**src/sv/p2c_pkg.sv**
```systemverilog
// p2c_pkg: shared widths, register indexes, CORDIC angle table and stage types
// for the polar sample coordinate pipeline. No dependencies.
`default_nettype none

package p2c_pkg;

  // Input and configuration port geometry.
  localparam int ROW_W      = 9;
  localparam int CFG_IDX_W  = 3;
  localparam int CFG_DATA_W = 24;

  // Register indexes of the configuration port.
  localparam logic [CFG_IDX_W-1:0] REG_HALF_EXTENT      = 3'd0;
  localparam logic [CFG_IDX_W-1:0] REG_CART_STEP        = 3'd1;
  localparam logic [CFG_IDX_W-1:0] REG_HALF_BIN         = 3'd2;
  localparam logic [CFG_IDX_W-1:0] REG_INV_RANGE_BIN    = 3'd3;
  localparam logic [CFG_IDX_W-1:0] REG_FIRST_AZIMUTH    = 3'd4;
  localparam logic [CFG_IDX_W-1:0] REG_INV_AZIMUTH_STEP = 3'd5;

  // Modulo by grid size uses a reciprocal with this many fraction bits.
  localparam int MOD_SHIFT = 22;

  // Datapath widths.
  localparam int XY_W       = 32;  // clamped metric coordinates, signed
  localparam int SQ_W       = 64;  // square-root remainder and root working width
  localparam int ROOT_W     = 32;  // final integer square root
  localparam int SQRT_STEPS = 32;  // one result bit per stage
  localparam int CW         = 35;  // CORDIC vector width, signed
  localparam int ZW         = 34;  // CORDIC angle accumulator, signed Q.30
  localparam int CORDIC_MAX = 24;  // entries in the arctangent table
  localparam int OUT_W      = 28;

  localparam logic signed [XY_W-1:0] XY_MAX = 32'sd2147483647;
  localparam logic signed [ZW-1:0]   PI_Q30 = 34'sd3373259426;
  localparam logic signed [ZW:0]     TWO_PI_Q30 = 35'sd6746518852;

  localparam logic [OUT_W-1:0] U_MAX = 28'hFFFFFFF;
  localparam logic signed [OUT_W-1:0] V_MAX = 28'sh7FFFFFF;
  localparam logic signed [OUT_W-1:0] V_MIN = -28'sh8000000;

  // Configuration register set, seen by the front and back stages.
  typedef struct packed {
    logic [23:0] half_extent;
    logic [23:0] cart_step;
    logic [15:0] half_bin;
    logic [23:0] inv_range_bin;
    logic [18:0] first_azimuth;
    logic [23:0] inv_azimuth_step;
  } p2c_cfg_t;

  // State carried through the square-root and CORDIC stages.
  typedef struct packed {
    logic [SQ_W-1:0]       rem;
    logic [SQ_W-1:0]       root;
    logic signed [CW-1:0]  cx;
    logic signed [CW-1:0]  cy;
    logic signed [ZW-1:0]  z;
  } p2c_iter_t;

  typedef struct packed {
    logic [OUT_W-1:0]        u;
    logic signed [OUT_W-1:0] v;
  } p2c_sample_t;

  // atan(2^-i) in Q.30 radians.
  function automatic logic [30:0] atan_q30(input int i);
    logic [30:0] a;
    a = '0;
    unique case (i)
      0:  a = 31'd843314857;
      1:  a = 31'd497837829;
      2:  a = 31'd263043837;
      3:  a = 31'd133525159;
      4:  a = 31'd67021687;
      5:  a = 31'd33543516;
      6:  a = 31'd16775851;
      7:  a = 31'd8388437;
      8:  a = 31'd4194283;
      9:  a = 31'd2097149;
      10: a = 31'd1048576;
      11: a = 31'd524288;
      12: a = 31'd262144;
      13: a = 31'd131072;
      14: a = 31'd65536;
      15: a = 31'd32768;
      16: a = 31'd16384;
      17: a = 31'd8192;
      18: a = 31'd4096;
      19: a = 31'd2048;
      20: a = 31'd1024;
      21: a = 31'd512;
      22: a = 31'd256;
      23: a = 31'd128;
      default: a = '0;
    endcase
    return a;
  endfunction

endpackage

`default_nettype wire

```
**src/sv/p2c_out_buf.sv**
```systemverilog
// p2c_out_buf: output register with a one-entry skid stage; produces the
// pipeline advance enable. Depends on p2c_pkg.
`default_nettype none

module p2c_out_buf import p2c_pkg::*; (
  input  wire logic        clk,
  input  wire logic        rst,
  input  wire logic        in_valid,
  input  wire p2c_sample_t in_data,
  input  wire logic        out_stall,
  output logic             out_valid,
  output p2c_sample_t      out_data,
  output logic             en
);

  logic        skid_valid;
  p2c_sample_t skid_data;
  logic        moving;

  // The pipeline freezes as soon as the skid entry holds a result.
  assign en     = !skid_valid;
  assign moving = in_valid && !skid_valid;

  always_ff @(posedge clk) begin
    if (rst) begin
      out_valid  <= 1'b0;
      skid_valid <= 1'b0;
    end else if (!out_valid || !out_stall) begin
      if (skid_valid) begin
        out_valid  <= 1'b1;
        out_data   <= skid_data;
        skid_valid <= 1'b0;
      end else begin
        out_valid <= moving;
        out_data  <= in_data;
      end
    end else if (moving) begin
      skid_valid <= 1'b1;
      skid_data  <= in_data;
    end
  end

endmodule

`default_nettype wire

```
**config.mk**
```make
export PLATFORM = sky130hd
export DESIGN_NAME = p2c_out_buf
export DESIGN_NICKNAME = d
export VERILOG_FILES = /design/src/sv/p2c_pkg.sv /design/src/sv/p2c_out_buf.sv
export SDC_FILE = /design/constraint.sdc
export NUM_CORES = 1
export LEC_CHECK = 0
export ABC_AREA = 1
export BUFFER_PORTS_ARGS = -buffer_cell sky130_fd_sc_hd__buf_4
export CORE_ASPECT_RATIO = 0.6
export CORE_MARGIN = 1.5
export CORE_UTILIZATION = 38
export CTS_CLUSTER_DIAMETER = 60
export CTS_CLUSTER_SIZE = 20
export DETAILED_ROUTE_END_ITERATION = 16
export MAX_ROUTING_LAYER = met4
export SYNTH_ARGS = -nofsm -noshare
export SYNTH_HDL_FRONTEND = slang
export SYNTH_SLANG_ARGS = --single-unit
```
**constraint.sdc**
```tcl
create_clock -name clk -period 5.1 [get_ports clk]
set_clock_uncertainty 0.2 [all_clocks]
set_input_delay 1.02 -clock clk [delete_from_list [all_inputs] [get_ports clk]]
set_output_delay 1.02 -clock clk [all_outputs]
set_load 0.005 [all_outputs]
```
; Word-level counts from Yosys, hierarchy flattened
; Cells that the tools add are included.
[op_classes]
n_mux = 2
n_bitwise = 2
n_reduce_logical = 8
[op_table]
columns = op, n
row1 = two-way mux 56 bit, 1
row2 = logical NOT 1 bit, 3
row3 = AND reduction 3 bit, 1
row4 = NOT 1 bit, 2
row5 = AND reduction 2 bit, 1
row6 = OR reduction 2 bit, 1
row7 = logical AND 1 bit, 1
row8 = logical OR 1 bit, 1
row9 = two-way mux 1 bit, 1
[word_totals]
register_bits = 114

; Longest topological paths before layout
[logic_depth]
depth_word = 4
ltp_mapped = 6

; Worst setup path after synthesis
; Ideal clock, no wire load.
[synth_path]
path_type = input to register
from = input out_stall
to = register out_data[0] (netlist name), enable pin
arrival_ps = 3769
t_required_ps = 4411
path_slack_ps = 642
cell_stages = 1
path_cell_list = a21oi_1
[synth_between]
elab_chain_len = 3
[synth_rtl]
columns = item, line_no
row1 = from (decl), p2c_out_buf.sv:10  ; input wire logic out_stall,
row2 = logical NOT 1 bit, p2c_out_buf.sv:28  ; end else if (!out_valid || !out_stall) begin
row3 = logical OR 1 bit, p2c_out_buf.sv:28
row4 = AND reduction 2 bit (no source line), -
row5 = to (signal assigned), p2c_out_buf.sv:31  ; out_data <= skid_data;
row6 = to (signal assigned), p2c_out_buf.sv:35  ; out_data <= in_data;
row7 = to (decl), p2c_out_buf.sv:12  ; output p2c_sample_t out_data,
; No other way between the ends.
; A chain may end at the register's enable or synchronous reset.

; Final worst setup path
[layout_path]
from = register skid_valid
to = output en
[layout_between]
elab_chain_len = 1
[layout_rtl]
columns = item, line_no
row1 = from (decl), p2c_out_buf.sv:16  ; logic skid_valid;
row2 = from (signal assigned), p2c_out_buf.sv:27  ; skid_valid <= 1'b0;
row3 = from (signal assigned), p2c_out_buf.sv:32  ; skid_valid <= 1'b0;
row4 = from (signal assigned), p2c_out_buf.sv:38  ; skid_valid <= 1'b1;
row5 = logical NOT 1 bit, p2c_out_buf.sv:21  ; assign en = !skid_valid;
row6 = to (decl), p2c_out_buf.sv:13  ; output logic en
; No other way between the ends.

==> results by group <==
Critical path
  • CP Max Fanout: 59
  • Worst Setup End Kind: output port
  • Startpoint types: register
  • CP required: 3880 ps
  • Crit path largest cell delay: 1020 ps
  • Worst EP arrival: 2120 ps
  • Crit-path cells: inv_2 > buf_4 > buf_4
  • CP max stage cell: dfxtp_2
  • CP Class: reg -> out
  • Crit-path most repeated cell: buf_4

Drt
  • Via density: 4.424
  • Post-Route WL: 8728 um
  • Final ANT Viol Nets: 0
  • DR vias: 2575
  • Routed WL per cell: 15.00 um
  • Pre-Repair DR Iteration Count: 5
  • DRC viols: 0
  • Initial DRC count: 256

CTS
  • Clk sinks: 114
  • H-Tree Depth: 4
  • Hold Buf Count CTS: 0
  • CTS tree: built
  • Buffer depth of the longest clock path: 2
  • CTS Root Cell: clkbuf_16
  • Clock latency on the worst-skew pair: 400 ps
  • Setup Buffers After CTS: 0
  • Total CTS buffers: 17
  • Clock transition at the registers of the reported paths: 50 ps
  • Post-CTS Resized: 0

Layout
  • Antenna diodes: 0
  • Layout cell share with drive strength beyond 1: 32.96%
  • Util after Layout: 53.42%
  • Area growth syn-to-layout: 36.31%
  • Layout net count: 491

Die
  • Die width: 138.2 um
  • Core area: 10630 sq um
  • Row count: 29
  • Starting Density: 39.19%
  • Die H: 84.11 um
  • Ports: 118
  • Die ar.: 11620 sq um

Run
  • Max Cap Viol: 0

STA
  • Max_slew headroom: 28.36%
  • TNS Setup: 0 ps
  • Final setup fails: 0
  • Min cycle time layout: 3339 ps
  • Final Max Tran Viols: 0
  • Tcrit/Tclk final: 65.47%
  • Final hold viol count: 0
  • RSZ-0062 raised after global routing: false
  • Max Clk Rate: 0.2995 GHz
  • Worst-Margin Slew: 1072 ps

Synth
  • Register bit total from synthesis: 114
  • Post-Syn Instances: 305
  • Seq/Total Area, Yosys: 81.68%
  • Netlist cell types: 12
  • Syn_area_per_cell: 13.66 sq um
  • Cell Area, Synth: 4166 sq um
  • Ys Warns: 0
  • Synthesized net count: 365

GRT
  • Met3 GRT Util: 6.540%
  • Met1 usage in global routing: 23.19%
  • GRT Max-Usage Layer: met1
  • Total grt overflow: 0
  • Global Route Usage Sum: 16.10%
  • GRT met2 Usage: 19.67%
  • First-pass GRT wire length: 13330 um
  • Number of global-route vias before repair: 2494
  • Antenna violations before repair: 0
  • Largest net degree at the start of global routing: 60

Placed design
  • DP HPWL: 5600 um
  • Gpl congestion: 0.7989
  • Port Buffer Count: 117

Power and ir drop
  • Max VDD drop: 0.2460 mV
  • Combinational share of power: 6.3%
  • Sw Pwr: 460.3 uW
  • Overall Power: 2267 uW
  • Clk pwr share: 45.4%
  • Switching part of the total power: 20.30%
  • Internal power: 1807 uW
  • P per Cell Area: 399.2 nW/um^2
  • Reg power frac: 48.3%
  • Leakage power: 0.002393 uW

Hold path
  • HP Class: reg -> reg

Outcome
  • Outcome: completed
path summary, 6_finish.rpt:
| kind | startpoint | to | slack [ps] | cells past startpoint |
|---|---|---|---|---|
| setup / recovery | skid_valid | en | 1760 | 3 |
| hold / removal | skid_data[10] | out_data[10] | 320 | 2 |
| setup reg to reg | skid_valid | skid_data[26] | 2400 | 4 |
| hold reg to reg | skid_data[10] | out_data[10] | 320 | 2 |
flip-flops by register name (all words and copies together) (netlist names):
name / flops
skid_data: 56
skid_valid: 1
out_valid: 1
out_data: 56
synth_stat cells, drive strengths merged:
cell type | n | area, sq um
dfxtp | 2 | 40.04
o21ai | 1 | 5.000
edfxtp | 112 | 3363
nor2 | 3 | 11.26
a21oi | 1 | 5.000
nand3 | 1 | 5.000
inv | 2 | 7.500
buf | 13 | 91.33
nand2 | 170 | 638.1
placed cells by master (no fill, tap or decap), drive strengths merged:
cell / netlist / routed
dfxtp: 2 / 2
a21oi: 1 / 1
o21ai: 1 / 1
clkbuf: 0 / 21
edfxtp: 112 / 112
bufinv: 0 / 1
nor2: 3 / 3
clkinv: 0 / 9
nand2: 170 / 170
inv: 2 / 2
nand3: 1 / 1
buf: 13 / 120
layer usage:
layer / up-vias / share of wire, %
met5: - / 0
met4: 0 / 0.63
met3: 9 / 8.2
met2: 112 / 40
met1: 1169 / 51
li1: 1285 / -
through the flow:
step	setup WS (ps)	cell area [sq um]	cells	hold WS, ps
2_1_floorplan	641.8	4167	305	294.3
3_3_place_gp	1951	5170	551	299.0
3_5_place_dp	1881	5170	551	305.1
4_1_cts	1733	5679	582	316.2
5_1_grt	1602	5679	582	329.3
6_report	1761	5679	582	315.2
kinds of logic after synthesis:
family	after synthesis	share of synthesized area [%]
simple gates	174	15.71
compound gates	2	0.2400
buf+inv	15	2.372
flops	114	81.68
cell type report:
class / count / area (sq um)
clock buffers: 21 / 440.4
clock inverters: 10 / 68.82
fillers: 905 / 4952
inverters: 2 / 7.507
multi-input cells: 176 / 683.2
flip-flops and latches: 114 / 3405
well taps: 139 / 173.9
repair buffers: 120 / 900.9
power by group through the flow:
stage / Sequential (uW) / Combinational, uW / Clock, uW
finish: 1100 / 142 / 1030
global route: 1100 / 157 / 1080
CTS: 1100 / 145 / 1050
detailed placement: 1110 / 144 / 0
global placement: 1110 / 141 / 0
floorplan: 1110 / 41.7 / 0
critical path: cells and delay by family, from the launching register on:
kind	cells	cell delay, ps
buffers and inverters	3	650
DFF	1	1020
No activity file was read; power rests on OpenSTA's default activity.
