`src/sv/p2c_pkg.sv`:
```
// p2c_pkg: shared widths, register indexes, CORDIC angle table and stage types
// for the polar sample coordinate pipeline. No dependencies.
`default_nettype none

package p2c_pkg;

  // Input and configuration port geometry.
  localparam int ROW_W      = 9;
  localparam int CFG_IDX_W  = 3;
  localparam int CFG_DATA_W = 24;

  // Register indexes of the configuration port.
  localparam logic [CFG_IDX_W-1:0] REG_HALF_EXTENT      = 3'd0;
  localparam logic [CFG_IDX_W-1:0] REG_CART_STEP        = 3'd1;
  localparam logic [CFG_IDX_W-1:0] REG_HALF_BIN         = 3'd2;
  localparam logic [CFG_IDX_W-1:0] REG_INV_RANGE_BIN    = 3'd3;
  localparam logic [CFG_IDX_W-1:0] REG_FIRST_AZIMUTH    = 3'd4;
  localparam logic [CFG_IDX_W-1:0] REG_INV_AZIMUTH_STEP = 3'd5;

  // Modulo by grid size uses a reciprocal with this many fraction bits.
  localparam int MOD_SHIFT = 22;

  // Datapath widths.
  localparam int XY_W       = 32;  // clamped metric coordinates, signed
  localparam int SQ_W       = 64;  // square-root remainder and root working width
  localparam int ROOT_W     = 32;  // final integer square root
  localparam int SQRT_STEPS = 32;  // one result bit per stage
  localparam int CW         = 35;  // CORDIC vector width, signed
  localparam int ZW         = 34;  // CORDIC angle accumulator, signed Q.30
  localparam int CORDIC_MAX = 24;  // entries in the arctangent table
  localparam int OUT_W      = 28;

  localparam logic signed [XY_W-1:0] XY_MAX = 32'sd2147483647;
  localparam logic signed [ZW-1:0]   PI_Q30 = 34'sd3373259426;
  localparam logic signed [ZW:0]     TWO_PI_Q30 = 35'sd6746518852;

  localparam logic [OUT_W-1:0] U_MAX = 28'hFFFFFFF;
  localparam logic signed [OUT_W-1:0] V_MAX = 28'sh7FFFFFF;
  localparam logic signed [OUT_W-1:0] V_MIN = -28'sh8000000;

  // Configuration register set, seen by the front and back stages.
  typedef struct packed {
    logic [23:0] half_extent;
    logic [23:0] cart_step;
    logic [15:0] half_bin;
    logic [23:0] inv_range_bin;
    logic [18:0] first_azimuth;
    logic [23:0] inv_azimuth_step;
  } p2c_cfg_t;

  // State carried through the square-root and CORDIC stages.
  typedef struct packed {
    logic [SQ_W-1:0]       rem;
    logic [SQ_W-1:0]       root;
    logic signed [CW-1:0]  cx;
    logic signed [CW-1:0]  cy;
    logic signed [ZW-1:0]  z;
  } p2c_iter_t;

  typedef struct packed {
    logic [OUT_W-1:0]        u;
    logic signed [OUT_W-1:0] v;
  } p2c_sample_t;

  // atan(2^-i) in Q.30 radians.
  function automatic logic [30:0] atan_q30(input int i);
    logic [30:0] a;
    a = '0;
    unique case (i)
      0:  a = 31'd843314857;
      1:  a = 31'd497837829;
      2:  a = 31'd263043837;
      3:  a = 31'd133525159;
      4:  a = 31'd67021687;
      5:  a = 31'd33543516;
      6:  a = 31'd16775851;
      7:  a = 31'd8388437;
      8:  a = 31'd4194283;
      9:  a = 31'd2097149;
      10: a = 31'd1048576;
      11: a = 31'd524288;
      12: a = 31'd262144;
      13: a = 31'd131072;
      14: a = 31'd65536;
      15: a = 31'd32768;
      16: a = 31'd16384;
      17: a = 31'd8192;
      18: a = 31'd4096;
      19: a = 31'd2048;
      20: a = 31'd1024;
      21: a = 31'd512;
      22: a = 31'd256;
      23: a = 31'd128;
      default: a = '0;
    endcase
    return a;
  endfunction

endpackage

`default_nettype wire

```
`src/sv/p2c_iter_stage.sv`:
```
// p2c_iter_stage: one register stage of the bit-serial square root and, for the
// first CORDIC_STAGES stages (at most CORDIC_MAX), one vectoring CORDIC rotation. Depends on p2c_pkg.
`default_nettype none

module p2c_iter_stage import p2c_pkg::*; #(
  parameter int K             = 0,
  parameter int CORDIC_STAGES = 16
) (
  input  wire logic  clk,
  input  wire logic  rst,
  input  wire logic  en,
  input  wire logic  in_valid,
  input  wire p2c_iter_t in_data,
  output logic       out_valid,
  output p2c_iter_t  out_data
);

  localparam logic [SQ_W-1:0] SQ_BIT = SQ_W'(1) << (2 * (SQRT_STEPS - 1 - K));
  localparam bit DO_ROT = (K < CORDIC_STAGES) && (K < CORDIC_MAX);
  localparam logic signed [ZW-1:0] ATAN = $signed(ZW'(atan_q30(K)));

  logic [SQ_W-1:0]      trial;
  logic signed [CW-1:0] cx, cy, dx, dy;
  p2c_iter_t            nxt;

  always_comb begin
    cx    = in_data.cx;
    cy    = in_data.cy;
    dx    = cy >>> K;
    dy    = cx >>> K;
    trial = in_data.root + SQ_BIT;
    nxt   = in_data;

    if (in_data.rem >= trial) begin
      nxt.rem  = in_data.rem - trial;
      nxt.root = (in_data.root >> 1) + SQ_BIT;
    end else begin
      nxt.root = in_data.root >> 1;
    end

    // A vector already on the axis is left where it is.
    priority if (DO_ROT && cy > 0) begin
      nxt.cx = cx + dx;
      nxt.cy = cy - dy;
      nxt.z  = in_data.z + ATAN;
    end else if (DO_ROT && cy < 0) begin
      nxt.cx = cx - dx;
      nxt.cy = cy + dy;
      nxt.z  = in_data.z - ATAN;
    end else begin
      nxt.cx = cx;
      nxt.cy = cy;
    end
  end

  always_ff @(posedge clk) begin
    if (rst) begin
      out_valid <= 1'b0;
    end else if (en) begin
      out_valid <= in_valid;
    end
  end

  always_ff @(posedge clk) begin
    if (en) begin
      out_data <= nxt;
    end
  end

endmodule

`default_nettype wire

```
`config.mk`:
```
export PLATFORM = sky130hd
export DESIGN_NAME = p2c_iter_stage
export DESIGN_NICKNAME = d
export VERILOG_FILES = /design/src/sv/p2c_pkg.sv /design/src/sv/p2c_iter_stage.sv
export SDC_FILE = /design/constraint.sdc
export NUM_CORES = 1
export LEC_CHECK = 0
export CORE_MARGIN = 3
export CORE_UTILIZATION = 55
export CTS_CLUSTER_SIZE = 10
export DETAILED_ROUTE_END_ITERATION = 8
export DONT_BUFFER_PORTS = 1
export PLACE_DENSITY = 0.74
export SLEW_MARGIN = 20
export SYNTH_ARGS = -nofsm -noshare
export SYNTH_HDL_FRONTEND = slang
export SYNTH_SLANG_ARGS = --single-unit
```
`constraint.sdc`:
```
create_clock -name clk -period 4.3 [get_ports clk]
set_input_delay 0.215 -clock clk [delete_from_list [all_inputs] [get_ports clk]]
set_output_delay 0.215 -clock clk [all_outputs]
set_load 0.05 [all_outputs]
```
## Word level (Yosys, flattened, before mapping)

Index checks and enable logic that the tools add are counted.

| cells by class | value |
|---|---|
| add/sub/neg operators | 8 |
| multipliers | 0 |
| divide/modulo/power cells | 0 |
| order comparisons | 3 |
| equal/unequal tests | 0 |
| shift operators | 0 |
| multiplexer cells | 5 |
| bitwise logic cells | 0 |
| reduce and logical (&&, ||, !) cells | 0 |

Operator list:

| cell | number |
|---|---|
| $mux W104 | 1 |
| $mux W70 | 1 |
| $sub A35 B35 Y35 | 2 |
| $add A63 B63 Y64 const B | 1 |
| $add A64 B63 Y64 const B | 1 |
| $ge A64 B64 Y1 | 1 |
| $mux W64 | 1 |
| $sub A64 B64 Y64 | 1 |
| $mux W63 | 1 |
| $add A35 B35 Y35 | 1 |
| $gt A35 B1 Y1 const B | 1 |
| $lt A35 B1 Y1 const B | 1 |
| $add A34 B31 Y34 const B | 1 |
| $mux W34 | 1 |
| $sub A34 B31 Y34 const B | 1 |

| storage, ports and cells | value |
|---|---|
| register bits | 233 |
| latch bits | 0 |
| bits in writable memories | 0 |
| bits in read-only memories | 0 |
| input bits | 236 |
| output and inout port bits | 233 |
| logic and storage cells | 23 |
| memories kept | 0 |

## Logic depth before layout (Yosys ltp)

| depth | value |
|---|---|
| depth in word-level cells | 3 |
| mapped depth | 15 |
| mapped depth without buffers | 13 |

## Worst setup path before layout

OpenSTA, ideal clock, no wires.

| path | value |
|---|---|
| path kind | input to register |
| start | input port in_data[34] (netlist bit) |
| end | register out_data[101] (netlist bit), data pin |
| setup time | 273 ps |
| data arrival time | 2665 ps |
| data required time | 4027 ps |
| slack | 1363 ps |
| stages on the path | 13 |
| buffers on the path | 0 |
| cells stage by stage | ha_1 > inv_1 > fa_1 > o21ba_2 > o21ai_1 > a31o_1 > o211ai_2 > a21oi_1 > o21a_1 > a221oi_2 > o31ai_1 > mux2i_1 > o311ai_1 |

RTL lines:

| what | line | RTL |
|---|---|---|
| start: declaration | p2c_iter_stage.sv:13 | `input wire p2c_iter_t in_data,` |
| end signal: assignment | p2c_iter_stage.sv:66 | `out_data <= nxt;` |
| end: declaration | p2c_iter_stage.sv:15 | `output p2c_iter_t out_data` |

==> metrics.md <==
| Metric | Value |
|---|---|
| Status | finished with violations |
| Failing checks | negative hold slack |
| TritonCTS clock tree | done |
| Worst EP arrival | 4200 ps |
| Reg-to-reg slack, setup | 2820 ps |
| Clk sinks | about 230 |
| Tcrit/Tclk final | 0.909 |
| Initial Util | 0.566 |
| Met3 Use GR | 0.0839 |
| Largest net degree at the start of global routing | between 200 and 250 |
| DR DRC count | 0 |
| Max-slew violations | 0 |
| Max FO, Critical Path | 4 |
| RD Place Congestion | between 0.9 and 1 |
| Die W | 196 um |
| Hold path startpoint | en |
| Worst-margin pin slew | between 800 and 900 ps |
| CTS Buffer Depth | 3 |
| Startpoint types | input port |
| Post-CTS setup buffers | 0 |
| Die H | a little under 200 um |
| Port bufs | 0 |
| Vias/cell | around 6.7 |
| Critical path endpoint category | register |
| Die Footprint | 0.0383 mm2 |
| Worst Clk Skew | 0 ps |
| Layout cells sized above 1 | 0.0384 |
| DP Area | approximately 0.020 mm2 |
| Synth Cell Area | a little under 0.02 mm2 |
| Met2 global-route usage | 0.561 |
| Hold_buf cts | 203 |
| # rows | 68 |
| Yosys warning total | 0 |
| Worst-Skew Late Latency | about 550 ps |
| Setup-failing EPs final | 0 |
| Worst hold margin | -220 ps |
| Iteration-0 DRC Markers | 1826 |
| Distinct cells, synth | 95 |
| Crit path required time | between 4000 and 5000 ps |
| Drt wl/cell | 24.6 um |
| Drt total wl | ~71000 um |
| Max frequency | between 200 and 300 MHz |
| Register bit count reported by yosys | roughly 230 |
| First-pass GRT wire length | ~110000 um |
| Synthesized area per cell | around 8.6 um2 |
| Clk slew on worst S/H paths | 60 ps |
| Initial antenna violation count | 0 |
| Vias in the first global route | 18500 |
| VDD IR max | 0.445 mV |
| Post-Syn Instances | around 2300 |
| Overflow after GRT | 0 |
| H-tree depth | 1 |
| Vias | 19500 |
| Final Cell Area | around 0.023 mm2 |
| Area Growth Syn to Fin | 15.5% |
| Max-cap violations | 0 |
| Global routing's busiest layer | met2 |
| RSZ-0062 raised after global routing | no |
| End of the worst hold path | out_data[76] |
| Post-DP HPWL | between 50000 and 60000 um |
| Final-report hold violation count | 89 |
| Core area | between 0.03 and 0.04 mm2 |
| Post-Syn Nets | 2718 |
| Seq/Total Area, Yosys | 0.353 |
| Antenna-violating nets left | 0 |
| Diode count | 0 |
| IO Pins | between 400 and 500 |
| Worst setup path class | input port to register |
| Post-synthesis async set-or-reset flop share | 0 |
| Fin crit period | between 3000 and 4000 ps |
| Worst rel slew slack | 0.459 |
| Top_reg_cell synth | edfxtp_1 |
| Min-Delay Path Class | input port to register |
| Worst R2R End | out_valid |
| Pwr Density | 368 mW/mm2 |
| CTS root buffer | clkbuf_16 |
| DRT Pass-1 Iters | 6 |
| Worst hold stages | 0 |
| TNS Setup | 0 ps |
| NumNets Final | roughly 2800 |
| Worst R2R Start | out_valid |
| Worst Reg-to-Reg Cells | 3 |
| CTS Buf Count | 28 |
| GRT Overall Usage | 0.352 |
| Met1 Use GR | 0.457 |
| Leakage | roughly 9.3 nW |
| EDFF count, synth | between 200 and 250 |
==> layout by cell type (no fill, tap or decap), drive strengths merged, types with 14 or more instances in the layout <==
cell type,count
a21oi,278
edfxtp,232
dlygate4sd3,202
inv,197
o21ai,196
nand2,192
ha,170
nor2,158
xnor2,67
a21o,58
nand3,46
o21bai,43
nor3,42
clkbuf,42
a31oi,36
nand4,35
xor2,31
a221oi,25
nor4,24
buf,23
o21a,22
o31ai,19
o22ai,18
a211oi,18
nand2b,17
a22oi,17
or3,15
nor2b,14
==> worst max path at each step <==
stage | start | end | slack [ps] | depth (start not counted)
after global placement | in_data[34] | out_data[66] | 550 | 14
after floorplan | in_data[34] | out_data[101] | 1360 | 13
after global routing | in_data[69] | out_data[66] | 420 | 14
final | in_data[69] | out_data[66] | 390 | 14
after CTS | in_data[69] | out_data[66] | 610 | 14
after detailed placement | in_data[34] | out_data[66] | 560 | 14
==> metal layers <==
metal	part of all wire	vias up	wire length, um
li1	-	8785	-
met1	0.39	9150	27600
met2	0.45	1301	32200
met3	0.11	225	7840
met4	0.053	0	3820
met5	0	-	0
==> Yosys cell counts, types with 22 or more instances <==
cell type  instances  area share
a21oi_1          278       0.070
edfxtp_1         232        0.35
nand2_1          192       0.036
inv_1            191       0.036
ha_1             170        0.11
nor2_1           158       0.030
o21ai_0          111       0.028
clkbuf_1          95       0.018
o21ai_1           84       0.021
xnor2_1           67       0.030
a21o_1            58       0.022
nand3_1           46       0.012
o21bai_1          43       0.016
nor3_1            42       0.011
a31oi_1           36       0.011
nand4_1           35       0.011
xor2_1            31       0.014
nor4_1            24      0.0076
a221oi_1          22      0.0097
o21a_1            22      0.0084
==> layout make-up <==
type / count / area [um2]
fillers: 2771 / 12100
repair buffers: 225 / 2220
well taps: 455 / 569
inverters: 197 / 739
multi-input cells: 1746 / 11500
clock buffers: 42 / 774
flip-flops and latches: 233 / 6990
clock inverters: 5 / 22.5
==> flip-flops by register name, indices dropped and copies added (netlist names) <==
name,cells
out_data,232
out_valid,1
==> metrics by stage <==
step / std cells / setup slack, ps / utilization / hold slack, ps / power [W]
floorplan: 2308 / 1360 / - / 287 / 0.00553
global placement: 2653 / 550 / 0.572 / 289 / 0.00599
detailed placement: 2653 / 561 / 0.572 / 290 / 0.00602
CTS: 2903 / 612 / 0.653 / -229 / 0.00835
global route: 2903 / 422 / 0.653 / -230 / 0.00872
finish: 2903 / 393 / 0.653 / -220 / 0.00840
==> worst max-delay path, cell delays in order <==
cell,delay [ps]
dlygate4sd3_1,570
ha_1,230
fa_1,410
nand2b_1,190
a21oi_1,260
o21ai_1,130
a21oi_1,350
a21oi_1,220
nor4_1,570
buf_4,230
o221ai_1,260
o21bai_1,250
mux2i_1,210
o21ai_1,90
==> report_power, final <==
group / total (W) / internal (W) / leakage [nW] / switching (W)
Clock: 0.00215 / 0.00122 / 0.388 / 0.000921
Sequential: 0.00406 / 0.00290 / 2.28 / 0.00115
Combinational: 0.00220 / 0.000887 / 6.62 / 0.00131
Total: 0.00840 / 0.00501 / 9.28 / 0.00339
==> kinds of logic after synthesis <==
logic type               Yosys count  synth area share
XOR/XNOR                          98            0.0434
flip-flops                       233             0.353
adder cells (fa/ha/maj)          174             0.112
buffers and inverters            329            0.0647
AND/OR/NAND/NOR                  606             0.145
multiplexers                       7           0.00367
AO/OA/AOI/OAI                    861             0.278
==> what timing repair did <==
item | CTS | global route
gates resized for setup | 0 | 0
endpoints found under the setup margin | 0 | 0
hold endpoints to repair | 442 | 232
No activity file was read; power rests on OpenSTA's default activity.
